<file path="config.mk">
export PLATFORM = sky130hd
export DESIGN_NAME = common_divisor_nearest_target_top_flat
export DESIGN_NICKNAME = d
export VERILOG_FILES = /design/src/sv/cdnt_pkg.sv /design/src/sv/cdnt_in_if.sv /design/src/sv/cdnt_out_if.sv /design/src/sv/cdnt_divider.sv /design/src/sv/cdnt_controller.sv /design/src/sv/cdnt_datapath.sv /design/src/sv/common_divisor_nearest_target_top.sv /design/src/flat_wrapper.sv
export SDC_FILE = /design/constraint.sdc
export NUM_CORES = 1
export LEC_CHECK = 0
export ABC_AREA = 0
export BUFFER_PORTS_ARGS = -buffer_cell sky130_fd_sc_hd__buf_4
export CORE_UTILIZATION = 55
export DETAILED_ROUTE_END_ITERATION = 7
export GPL_TIMING_DRIVEN = 0
export PLACE_DENSITY = 0.84
export SYNTH_ARGS = -nofsm -noshare
export SYNTH_HDL_FRONTEND = slang
export SYNTH_HIERARCHICAL = 1
export SYNTH_SLANG_ARGS = --single-unit
</file>
<file path="constraint.sdc">
create_clock -name clk_i -period 16.05 [get_ports clk_i]
set_clock_uncertainty 0.15 [all_clocks]
set_input_delay 4.815 -clock clk_i [delete_from_list [all_inputs] [get_ports clk_i]]
set_output_delay 4.815 -clock clk_i [all_outputs]
set_load 0.1 [all_outputs]
</file>
<file path="src/sv/cdnt_pkg.sv">
// ---------------------------------------------------------------------------
// cdnt_pkg
// Shared constants, controller states and the command and status bundles
// that join the controller and the datapath.
// ---------------------------------------------------------------------------
`timescale 1ns / 1ps
`default_nettype none

package cdnt_pkg;

  // Default operand width and the fixed width of the target register.
  localparam int unsigned VALUE_WIDTH_DEF = 16;
  localparam int unsigned TARGET_WIDTH    = 16;
  localparam logic [TARGET_WIDTH-1:0] TARGET_RESET = 16'd60;

  // Controller states.
  typedef enum logic [3:0] {
    ST_IDLE,
    ST_GCD_CHK,
    ST_GCD_DIV,
    ST_SCAN_CHK,
    ST_SCAN_DIV,
    ST_CAND_HI,
    ST_FINISH
  } cdnt_state_e;

  // Commands from the controller to the datapath.
  typedef struct packed {
    logic load;        // capture the operands of a new item
    logic div_start;   // start the serial divider on x
    logic div_sel_i;   // divisor is the trial index (else the gcd partner y)
    logic gcd_update;  // Euclid step: x <= y, y <= remainder
    logic scan_init;   // i = 1, square = 1, clear the best candidate
    logic cand_lo;     // examine the trial index as a candidate
    logic cand_hi;     // examine the quotient as a candidate
    logic scan_next;   // advance the trial index and its square
    logic out_load;    // move the best candidate to the output register
  } cdnt_cmd_t;

  // Status from the datapath to the controller.
  typedef struct packed {
    logic y_zero;      // Euclid partner is zero, x holds the gcd
    logic sq_le_g;     // i*i <= gcd
    logic div_busy;    // divider still iterating
    logic rem_zero;    // last division left no remainder
    logic quo_ne_i;    // quotient differs from the trial index
    logic out_free;    // output register can take a new item
  } cdnt_status_t;

endpackage

`default_nettype wire

</file>
<file path="src/sv/cdnt_in_if.sv">
// ---------------------------------------------------------------------------
// cdnt_in_if
// Input channel: two operands per item under a valid/ready handshake.
// ---------------------------------------------------------------------------
`timescale 1ns / 1ps
`default_nettype none

interface cdnt_in_if #(
  parameter int unsigned VALUE_WIDTH = 16
);
  logic                   valid;
  logic                   ready;
  logic [VALUE_WIDTH-1:0] first_value;
  logic [VALUE_WIDTH-1:0] second_value;

  modport source (output valid, output first_value, output second_value, input ready);
  modport sink   (input valid, input first_value, input second_value, output ready);
endinterface

`default_nettype wire

</file>
<file path="src/sv/cdnt_out_if.sv">
// ---------------------------------------------------------------------------
// cdnt_out_if
// Output channel: nearest common divisor and error flag per item.
// ---------------------------------------------------------------------------
`timescale 1ns / 1ps
`default_nettype none

interface cdnt_out_if;
  logic        valid;
  logic        ready;
  logic [15:0] nearest_factor;
  logic        no_divisor_error;

  modport source (output valid, output nearest_factor, output no_divisor_error, input ready);
  modport sink   (input valid, input nearest_factor, input no_divisor_error, output ready);
endinterface

`default_nettype wire

</file>
<file path="src/sv/cdnt_divider.sv">
// ---------------------------------------------------------------------------
// cdnt_divider
// Restoring radix-2 divider: one quotient bit per cycle.
// ---------------------------------------------------------------------------
`timescale 1ns / 1ps
`default_nettype none

module cdnt_divider #(
  parameter int unsigned VALUE_WIDTH = 16
) (
  input  wire logic                   clk_i,
  input  wire logic                   rst_ni,
  input  wire logic                   start_i,
  input  wire logic [VALUE_WIDTH-1:0] dividend_i,
  input  wire logic [VALUE_WIDTH-1:0] divisor_i,
  output logic                        busy_o,
  output logic [VALUE_WIDTH-1:0]      quotient_o,
  output logic [VALUE_WIDTH-1:0]      remainder_o
);

  localparam int unsigned CW = $clog2(VALUE_WIDTH + 1);

  logic [VALUE_WIDTH-1:0] rem_q, rem_d;
  logic [VALUE_WIDTH-1:0] quo_q, quo_d;
  logic [VALUE_WIDTH-1:0] dvs_q;
  logic [CW-1:0]          cnt_q, cnt_d;
  logic [VALUE_WIDTH:0]   trial;
  logic [VALUE_WIDTH:0]   diff;
  logic                   ge;

  // One shift-and-subtract step.
  always_comb begin
    trial = {rem_q, quo_q[VALUE_WIDTH-1]};
    diff  = trial - {1'b0, dvs_q};
    ge    = (trial >= {1'b0, dvs_q});
    rem_d = ge ? diff[VALUE_WIDTH-1:0] : trial[VALUE_WIDTH-1:0];
    quo_d = {quo_q[VALUE_WIDTH-2:0], ge};
    cnt_d = cnt_q - CW'(1);
  end

  // Iteration counter.
  always_ff @(posedge clk_i or negedge rst_ni) begin
    if (!rst_ni) begin
      cnt_q <= '0;
    end else if (start_i) begin
      cnt_q <= CW'(VALUE_WIDTH);
    end else if (busy_o) begin
      cnt_q <= cnt_d;
    end
  end

  // Partial remainder, quotient and divisor.
  always_ff @(posedge clk_i) begin
    if (start_i) begin
      rem_q <= '0;
      quo_q <= dividend_i;
      dvs_q <= divisor_i;
    end else if (busy_o) begin
      rem_q <= rem_d;
      quo_q <= quo_d;
    end
  end

  assign busy_o      = (cnt_q != '0);
  assign quotient_o  = quo_q;
  assign remainder_o = rem_q;

endmodule

`default_nettype wire

</file>
<file path="src/sv/cdnt_controller.sv">
// ---------------------------------------------------------------------------
// cdnt_controller
// Sequencer: Euclid loop, then the divisor scan, then the result handoff.
// ---------------------------------------------------------------------------
`timescale 1ns / 1ps
`default_nettype none

module cdnt_controller
  import cdnt_pkg::*;
(
  input  wire logic         clk_i,
  input  wire logic         rst_ni,
  input  wire logic         in_valid_i,
  output logic              in_ready_o,
  input  wire cdnt_status_t status_i,
  output cdnt_cmd_t         cmd_o
);

  cdnt_state_e state_q, state_d;

  // State register.
  always_ff @(posedge clk_i or negedge rst_ni) begin
    if (!rst_ni) begin
      state_q <= ST_IDLE;
    end else begin
      state_q <= state_d;
    end
  end

  // Next state and commands.
  always_comb begin
    state_d    = state_q;
    cmd_o      = '0;
    in_ready_o = 1'b0;
    unique case (state_q)
      ST_IDLE: begin
        in_ready_o = 1'b1;
        if (in_valid_i) begin
          cmd_o.load = 1'b1;
          state_d    = ST_GCD_CHK;
        end
      end
      ST_GCD_CHK: begin
        if (status_i.y_zero) begin
          cmd_o.scan_init = 1'b1;
          state_d         = ST_SCAN_CHK;
        end else begin
          cmd_o.div_start = 1'b1;
          state_d         = ST_GCD_DIV;
        end
      end
      ST_GCD_DIV: begin
        if (!status_i.div_busy) begin
          cmd_o.gcd_update = 1'b1;
          state_d          = ST_GCD_CHK;
        end
      end
      ST_SCAN_CHK: begin
        if (status_i.sq_le_g) begin
          cmd_o.div_start = 1'b1;
          cmd_o.div_sel_i = 1'b1;
          state_d         = ST_SCAN_DIV;
        end else begin
          state_d = ST_FINISH;
        end
      end
      ST_SCAN_DIV: begin
        if (!status_i.div_busy) begin
          if (status_i.rem_zero) begin
            cmd_o.cand_lo = 1'b1;
            state_d       = ST_CAND_HI;
          end else begin
            cmd_o.scan_next = 1'b1;
            state_d         = ST_SCAN_CHK;
          end
        end
      end
      ST_CAND_HI: begin
        // The paired divisor is skipped when it equals the index itself.
        cmd_o.cand_hi   = status_i.quo_ne_i;
        cmd_o.scan_next = 1'b1;
        state_d         = ST_SCAN_CHK;
      end
      ST_FINISH: begin
        if (status_i.out_free) begin
          cmd_o.out_load = 1'b1;
          state_d        = ST_IDLE;
        end
      end
      default: begin
        state_d = ST_IDLE;
      end
    endcase
  end

endmodule

`default_nettype wire

</file>
<file path="src/sv/cdnt_datapath.sv">
// ---------------------------------------------------------------------------
// cdnt_datapath
// Operand registers, target register, scan index, best candidate, the
// shared serial divider and the output register.
// ---------------------------------------------------------------------------
`timescale 1ns / 1ps
`default_nettype none

module cdnt_datapath
  import cdnt_pkg::*;
#(
  parameter int unsigned VALUE_WIDTH = VALUE_WIDTH_DEF
) (
  input  wire logic                    clk_i,
  input  wire logic                    rst_ni,
  input  wire logic                    cfg_we_i,
  input  wire logic [TARGET_WIDTH-1:0] cfg_wdata_i,
  input  wire logic [VALUE_WIDTH-1:0]  first_value_i,
  input  wire logic [VALUE_WIDTH-1:0]  second_value_i,
  input  wire cdnt_cmd_t               cmd_i,
  output cdnt_status_t                 status_o,
  output logic                         out_valid_o,
  input  wire logic                    out_ready_i,
  output logic [TARGET_WIDTH-1:0]      nearest_factor_o,
  output logic                         no_divisor_error_o
);

  localparam int unsigned DW = (VALUE_WIDTH > TARGET_WIDTH) ? VALUE_WIDTH : TARGET_WIDTH;

  logic [TARGET_WIDTH-1:0] target_q;
  logic [VALUE_WIDTH-1:0]  x_q, y_q;
  logic [VALUE_WIDTH-1:0]  i_q;
  logic [VALUE_WIDTH:0]    sq_q;
  logic [VALUE_WIDTH-1:0]  best_q;
  logic [DW-1:0]           best_dist_q;
  logic                    have_q;
  logic                    out_valid_q;
  logic [TARGET_WIDTH-1:0] out_factor_q;
  logic                    out_err_q;

  logic                    div_busy;
  logic [VALUE_WIDTH-1:0]  quotient;
  logic [VALUE_WIDTH-1:0]  remainder;
  logic [VALUE_WIDTH-1:0]  divisor;
  logic [VALUE_WIDTH-1:0]  cand;
  logic [DW-1:0]           cand_x, target_x, cand_dist;
  logic                    take;

  // Shared divider: Euclid remainders and trial divisions of the gcd.
  assign divisor = cmd_i.div_sel_i ? i_q : y_q;

  cdnt_divider #(
    .VALUE_WIDTH(VALUE_WIDTH)
  ) u_divider (
    .clk_i      (clk_i),
    .rst_ni     (rst_ni),
    .start_i    (cmd_i.div_start),
    .dividend_i (x_q),
    .divisor_i  (divisor),
    .busy_o     (div_busy),
    .quotient_o (quotient),
    .remainder_o(remainder)
  );

  // Distance of the candidate under test to the target.
  always_comb begin
    cand      = cmd_i.cand_hi ? quotient : i_q;
    cand_x    = DW'(cand);
    target_x  = DW'(target_q);
    cand_dist = (cand_x >= target_x) ? (cand_x - target_x) : (target_x - cand_x);
    take      = (cmd_i.cand_lo && (!have_q || (cand_dist < best_dist_q))) ||
                (cmd_i.cand_hi && (cand_dist < best_dist_q));
  end

  // Target register.
  always_ff @(posedge clk_i or negedge rst_ni) begin
    if (!rst_ni) begin
      target_q <= TARGET_RESET;
    end else if (cfg_we_i) begin
      target_q <= cfg_wdata_i;
    end
  end

  // Euclid operands; x holds the gcd once y reaches zero.
  always_ff @(posedge clk_i) begin
    if (cmd_i.load) begin
      x_q <= first_value_i;
      y_q <= second_value_i;
    end else if (cmd_i.gcd_update) begin
      x_q <= y_q;
      y_q <= remainder;
    end
  end

  // Trial index and its square, advanced by (i+1)^2 = i^2 + 2i + 1.
  always_ff @(posedge clk_i) begin
    if (cmd_i.scan_init) begin
      i_q  <= VALUE_WIDTH'(1);
      sq_q <= (VALUE_WIDTH + 1)'(1);
    end else if (cmd_i.scan_next) begin
      i_q  <= i_q + VALUE_WIDTH'(1);
      sq_q <= sq_q + {i_q, 1'b1};
    end
  end

  // Best candidate so far; a tie keeps the earlier one.
  always_ff @(posedge clk_i or negedge rst_ni) begin
    if (!rst_ni) begin
      have_q <= 1'b0;
    end else if (cmd_i.scan_init) begin
      have_q <= 1'b0;
    end else if (take) begin
      have_q <= 1'b1;
    end
  end

  always_ff @(posedge clk_i) begin
    if (cmd_i.scan_init) begin
      best_q      <= '0;
      best_dist_q <= '0;
    end else if (take) begin
      best_q      <= cand;
      best_dist_q <= cand_dist;
    end
  end

  // Output register; a gcd of zero leaves no candidate and flags the error.
  always_ff @(posedge clk_i or negedge rst_ni) begin
    if (!rst_ni) begin
      out_valid_q <= 1'b0;
    end else if (cmd_i.out_load) begin
      out_valid_q <= 1'b1;
    end else if (out_ready_i) begin
      out_valid_q <= 1'b0;
    end
  end

  always_ff @(posedge clk_i) begin
    if (cmd_i.out_load) begin
      out_factor_q <= TARGET_WIDTH'(best_q);
      out_err_q    <= !have_q;
    end
  end

  // Status toward the controller.
  always_comb begin
    status_o.y_zero   = (y_q == '0);
    status_o.sq_le_g  = (sq_q <= {1'b0, x_q});
    status_o.div_busy = div_busy;
    status_o.rem_zero = (remainder == '0);
    status_o.quo_ne_i = (quotient != i_q);
    status_o.out_free = !out_valid_q || out_ready_i;
  end

  assign out_valid_o        = out_valid_q;
  assign nearest_factor_o   = out_factor_q;
  assign no_divisor_error_o = out_err_q;

endmodule

`default_nettype wire

</file>
<file path="src/sv/common_divisor_nearest_target_top.sv">
// ---------------------------------------------------------------------------
// common_divisor_nearest_target_top
// Finds the common divisor of two operands that lies nearest to a target.
//
//   Channel  Dir  Payload                                  Handshake
//   in_i     in   first_value, second_value                valid/ready
//   out_o    out  nearest_factor, no_divisor_error         valid/ready
//   cfg      in   cfg_wdata_i (target_factor)              cfg_we_i
//
// One item at a time. Each Euclid step and each trial division runs on the
// single serial divider; the scan tries each index i with i*i <= g, g the gcd.
// A result waits in the output register while the next item is accepted.
// Reset is asynchronous and active low; the target resets to 60.
// ---------------------------------------------------------------------------
`timescale 1ns / 1ps
`default_nettype none

module common_divisor_nearest_target_top
  import cdnt_pkg::*;
#(
  parameter int unsigned VALUE_WIDTH = VALUE_WIDTH_DEF
) (
  input  wire logic                    clk_i,
  input  wire logic                    rst_ni,
  cdnt_in_if.sink                      in_i,
  cdnt_out_if.source                   out_o,
  input  wire logic                    cfg_we_i,
  input  wire logic [TARGET_WIDTH-1:0] cfg_wdata_i
);

  cdnt_cmd_t    cmd;
  cdnt_status_t status;

  // Sequencer.
  cdnt_controller u_controller (
    .clk_i     (clk_i),
    .rst_ni    (rst_ni),
    .in_valid_i(in_i.valid),
    .in_ready_o(in_i.ready),
    .status_i  (status),
    .cmd_o     (cmd)
  );

  // Datapath.
  cdnt_datapath #(
    .VALUE_WIDTH(VALUE_WIDTH)
  ) u_datapath (
    .clk_i             (clk_i),
    .rst_ni            (rst_ni),
    .cfg_we_i          (cfg_we_i),
    .cfg_wdata_i       (cfg_wdata_i),
    .first_value_i     (in_i.first_value),
    .second_value_i    (in_i.second_value),
    .cmd_i             (cmd),
    .status_o          (status),
    .out_valid_o       (out_o.valid),
    .out_ready_i       (out_o.ready),
    .nearest_factor_o  (out_o.nearest_factor),
    .no_divisor_error_o(out_o.no_divisor_error)
  );

endmodule

`default_nettype wire

</file>
<file path="src/flat_wrapper.sv">
// flat-port wrapper written by rule: the top's interface ports become plain ports
module common_divisor_nearest_target_top_flat import cdnt_pkg::*;
#(
  parameter int unsigned VALUE_WIDTH = VALUE_WIDTH_DEF
)
  (clk_i, rst_ni, cfg_we_i, cfg_wdata_i, in_i_valid, in_i_first_value, in_i_second_value, in_i_ready, out_o_valid, out_o_nearest_factor, out_o_no_divisor_error, out_o_ready);
  cdnt_in_if #(.VALUE_WIDTH(VALUE_WIDTH)) in_i_i ();
  cdnt_out_if out_o_i ();
  input  wire logic clk_i;
  input  wire logic rst_ni;
  input  wire logic cfg_we_i;
  input  wire logic [TARGET_WIDTH-1:0] cfg_wdata_i;
  input wire logic [$bits(in_i_i.valid)-1:0] in_i_valid;
  input wire logic [$bits(in_i_i.first_value)-1:0] in_i_first_value;
  input wire logic [$bits(in_i_i.second_value)-1:0] in_i_second_value;
  output wire logic [$bits(in_i_i.ready)-1:0] in_i_ready;
  output wire logic [$bits(out_o_i.valid)-1:0] out_o_valid;
  output wire logic [$bits(out_o_i.nearest_factor)-1:0] out_o_nearest_factor;
  output wire logic [$bits(out_o_i.no_divisor_error)-1:0] out_o_no_divisor_error;
  input wire logic [$bits(out_o_i.ready)-1:0] out_o_ready;
  assign in_i_i.valid = in_i_valid;
  assign in_i_i.first_value = in_i_first_value;
  assign in_i_i.second_value = in_i_second_value;
  assign in_i_ready = in_i_i.ready;
  assign out_o_valid = out_o_i.valid;
  assign out_o_nearest_factor = out_o_i.nearest_factor;
  assign out_o_no_divisor_error = out_o_i.no_divisor_error;
  assign out_o_i.ready = out_o_ready;
  common_divisor_nearest_target_top #(.VALUE_WIDTH(VALUE_WIDTH)) u_core (.clk_i(clk_i), .rst_ni(rst_ni), .in_i(in_i_i), .out_o(out_o_i), .cfg_we_i(cfg_we_i), .cfg_wdata_i(cfg_wdata_i));
endmodule
</file>
==> reports/metrics.cfg <==
[yosys]
most_used_standard_cells_in_the_synthesized_netlist = 109 x nor2_1, 107 x inv_1, 96 x ha_1
count_of_flip_flops_with_a_built_in_enable_after_synthesis = 81
synth.net_count = 1406
asyncSetResetFlopFracSynth = 0.138
synth_top_flop_cell = edfxtp_1
synth-warning-count = 6
library_cell_with_the_highest_instance_count_after_synthesis = nor2_1
synthDominantCellAreaShare = 0.202
synth_area_leaders = edfxtp_1 20%, dfxtp_1 13%, ha_1 10%
register_bit_count_reported_by_yosys = 188
yosysSeqAreaShare = 0.391
post-synth-top-area-cell = edfxtp_1
post_synth_num_cell_types = 83
postSynthAreaPerCell_sq_um = 9.62
syn-instance-count = 1253
synth.cell_area_sq_um = 12100

[worst_hold_path]
hold_path.class = flip-flop to flip-flop

[finish]
synthToLayoutAreaGrowth_pct = 12.5
finalInstanceArea_sq_um = 13600
post_route_cells_drive_above_1_share = 0.163
antenna-diode-count = 0
n_fill_cell = 1669
utilization = 0.637
nNetsFinal = 1496

[floorplan]
die_x_um = 150
initial_core_util = 0.566
io_pins = 72
die-area_sq_um = 22500
die_y_um = 150
row_count = 53
floorplan.core_area_sq_um = 21300

[pwr]
portion_of_total_power_attributed_to_sequential_cells = 0.346
p_sw_uw = 1010
p_clk_frac = 0.180
ir_worst_vdd_mv = 0.140
p_leak_uw = 0.00584
internal_power_uw = 1440
switching_share = 0.412
cellPowerDensity_nw_per_um2 = 181
power_frac_comb = 0.474

[sta]
drv_slew = 0
minimum_period_implied_by_the_final_worst_setup_slack_ns = 7.93
rsz_0062_raised_after_global_routing = false
final_hold_viol_count = 0
finalCritPeriodShare = 0.494
clock.fmax_ghz = 0.126
setup-tns-final_ns = 0
report.final.setup_viol = 0
worst_slew_pin_slew_ns = 1.08
fin_hold_ws_ns = 0.286
max_slew_margin = 0.280

[setup_path]
critical_path_peak_fanout = 10
buffering_stage_count_on_the_worst_path_with_inverters_included = 6
crit_end_category = flip-flop
path_depth = 27
path_delay_family = buffers and inverters
timing.setup.critical_path_class = flip-flop to flip-flop
crit_path_end = u_core/u_datapath/best_dist_q[14]$_SDFFE_PP0P_
cp.arrival_ns = 8.12
setup.worst_path.start = u_core/u_datapath/i_q[3]$_SDFFE_PP0P_
worst_path_max_delay_cell = mux2i_1
critical_path_source_type = flip-flop
regToRegStartpoint = u_core/u_datapath/i_q[3]$_SDFFE_PP0P_
setup.reg_to_reg.worst_slack_ns = 8.12
most_numerous_cell_on_the_critical_path = clkbuf_1
cp_data_required_time_ns = 16.24
reg_to_reg_endpoint = u_core/u_datapath/best_dist_q[14]$_SDFFE_PP0P_
critical_path.max_stage_delay_ns = 0.66
worst_r2r_path_depth = 27

[route]
drt_iter0_drc = 822
vias_per_cell = 6.07
drt_pass1_iterations = 5
wl_per_cell_um = 19.8
routed_wirelength_um = 32300
detail-route-antenna-nets = 0
vias_after_detailed_routing = 9897
remaining_drc_errors = 0

[placed_design]
cell_area_placed_sq_um = 12900
io_buffers = 71
place.gp.congestion = 0.947
hpwl_um = 24000

[global_routing]
grt_first_pass_wirelength_um = 50800
grt_usage = 0.299
grt_pass1_vias = 9672
gr-total-overflow = 0
initial_antenna_violation_count = 0
grt_start_max_net_pins = 33

[job]
max_cap_viol = 0

[clock_network]
cts_buffers = 17
cts_buffer_depth = 2
cts_repair_resize_count = 0
clock-sinks = 188
clk_pin_slew_ns = 0.08
tritoncts = built
cts-htree-levels = 4
cts_setup_buffers = 0
cts-root-buf = clkbuf_16
clock_insertion_delay_worst_skew_ns = 0.45
hold_buffers = 0

[outcome]
status = finished clean

[stage by stage]
step	power (uW)	instances	setup WS (ns)
2_1_floorplan	1690	1253	9.33
3_3_place_gp	1930	1599	8.59
3_5_place_dp	1970	1599	8.49
4_1_cts	2430	1631	8.39
5_1_grt	2610	1631	7.85
6_report	2450	1631	8.12
[state kept, by name (all words and copies together) (netlist names), 16 cells and up]
signal / count
u_core/u_datapath/x_q: 16
u_core/u_datapath/best_dist_q: 16
u_core/u_datapath/target_q: 16
u_core/u_datapath/i_q: 16
u_core/u_datapath/nearest_factor_o: 16
u_core/u_datapath/sq_q: 17
u_core/u_datapath/u_divider/remainder_o: 16
u_core/u_datapath/y_q: 16
u_core/u_datapath/u_divider/quotient_o: 16
u_core/u_datapath/best_q: 16
u_core/u_datapath/u_divider/dvs_q: 16
[worst register-to-register path, stage by stage (launching register included)]
cell and delay (ns):
dfxtp_1 0.37, clkbuf_1 0.40, xor2_1 0.23, nor4_1 0.09, nand4_1 0.11, and3_1 0.15, clkbuf_1 0.40, clkbuf_1 0.61
mux2i_1 0.66, inv_1 0.24, ha_1 0.36, nor2b_1 0.15, o31a_1 0.27, o221a_2 0.29, o2111ai_1 0.32, a211oi_1 0.15
o41ai_2 0.40, xor2_1 0.32, inv_1 0.09, ha_1 0.29, and4_1 0.21, and3_1 0.19, o211ai_1 0.09, o2111ai_1 0.19
nand2_1 0.32, clkbuf_1 0.41, nor2_1 0.09, a211oi_1 0.27
[cell type report]
class	instances	area, sq um	area share
Inverter	109	409	0.0302
Timing Repair Buffer	71	533	0.0393
Multi-Input combinational cell	896	6600	0.487
Buffer	60	337	0.0248
Sequential cell	188	4710	0.347
Clock buffer	17	425	0.0314
Tap cell	275	344	0.0254
Clock inverter	15	195	0.0144
[power by group through the flow]
stage                     logic, uW  registers, uW  clock network, uW
final                          1160            847                441
after global routing           1280            860                469
after CTS                      1140            842                448
after detailed placement       1120            850                  0
after global placement         1090            842                  0
after floorplan                 866            828                  0
[metal layers]
| metal | routed length (um) | track usage | up-vias |
|---|---|---|---|
| met1 | 13700 | 0.382 | 4697 |
| met5 | 0 | 0 | - |
| li1 | - | - | 4684 |
| met2 | 14900 | 0.481 | 436 |
| met4 | 1370 | 0.144 | 0 |
| met3 | 2300 | 0.0628 | 80 |
[cells in the final DEF, fill, tap and decap left out, types with 13 or more instances in the layout]
master	instances
edfxtp_1	81
mux2i_1	41
nor4_1	17
dfrtp_1	22
nand4_1	17
and3_1	13
buf_4	75
clkbuf_1	36
clkbuf_16	17
a211oi_1	37
nor2_1	109
ha_1	96
dfxtp_1	81
mux2_2	68
inv_1	107
nor3_1	27
a21o_1	19
o21ai_0	47
nand2_1	82
xnor2_1	24
o21a_1	14
a21oi_1	70
xor2_1	39
nand3_1	24
[worst min-delay path by stage]
| stage | from | end | cells after the start |
|---|---|---|---|
| after floorplan | u_core/u_datapath/best_q[0]$_SDFFE_PP0P_ | u_core/u_datapath/nearest_factor_o[0]$_DFFE_PP_ | 0 |
| after global placement | u_core/u_datapath/best_q[5]$_SDFFE_PP0P_ | u_core/u_datapath/nearest_factor_o[5]$_DFFE_PP_ | 0 |
| after detailed placement | u_core/u_datapath/best_q[10]$_SDFFE_PP0P_ | u_core/u_datapath/nearest_factor_o[10]$_DFFE_PP_ | 0 |
| after CTS | u_core/u_datapath/best_q[10]$_SDFFE_PP0P_ | u_core/u_datapath/nearest_factor_o[10]$_DFFE_PP_ | 0 |
| after global routing | u_core/u_datapath/best_q[10]$_SDFFE_PP0P_ | u_core/u_datapath/nearest_factor_o[10]$_DFFE_PP_ | 0 |
| final | u_core/u_datapath/best_q[10]$_SDFFE_PP0P_ | u_core/u_datapath/nearest_factor_o[10]$_DFFE_PP_ | 0 |
[cell families after synthesis]
family	synth area share
and+or+nand+nor	0.148
xor gates and xnor gates	0.0458
buffers and inverters	0.0619
DFF	0.391
muxes	0.0976
AOI/OAI and AO/OA	0.149
adders and majority gates	0.106
(Power assumes the default switching activity.)
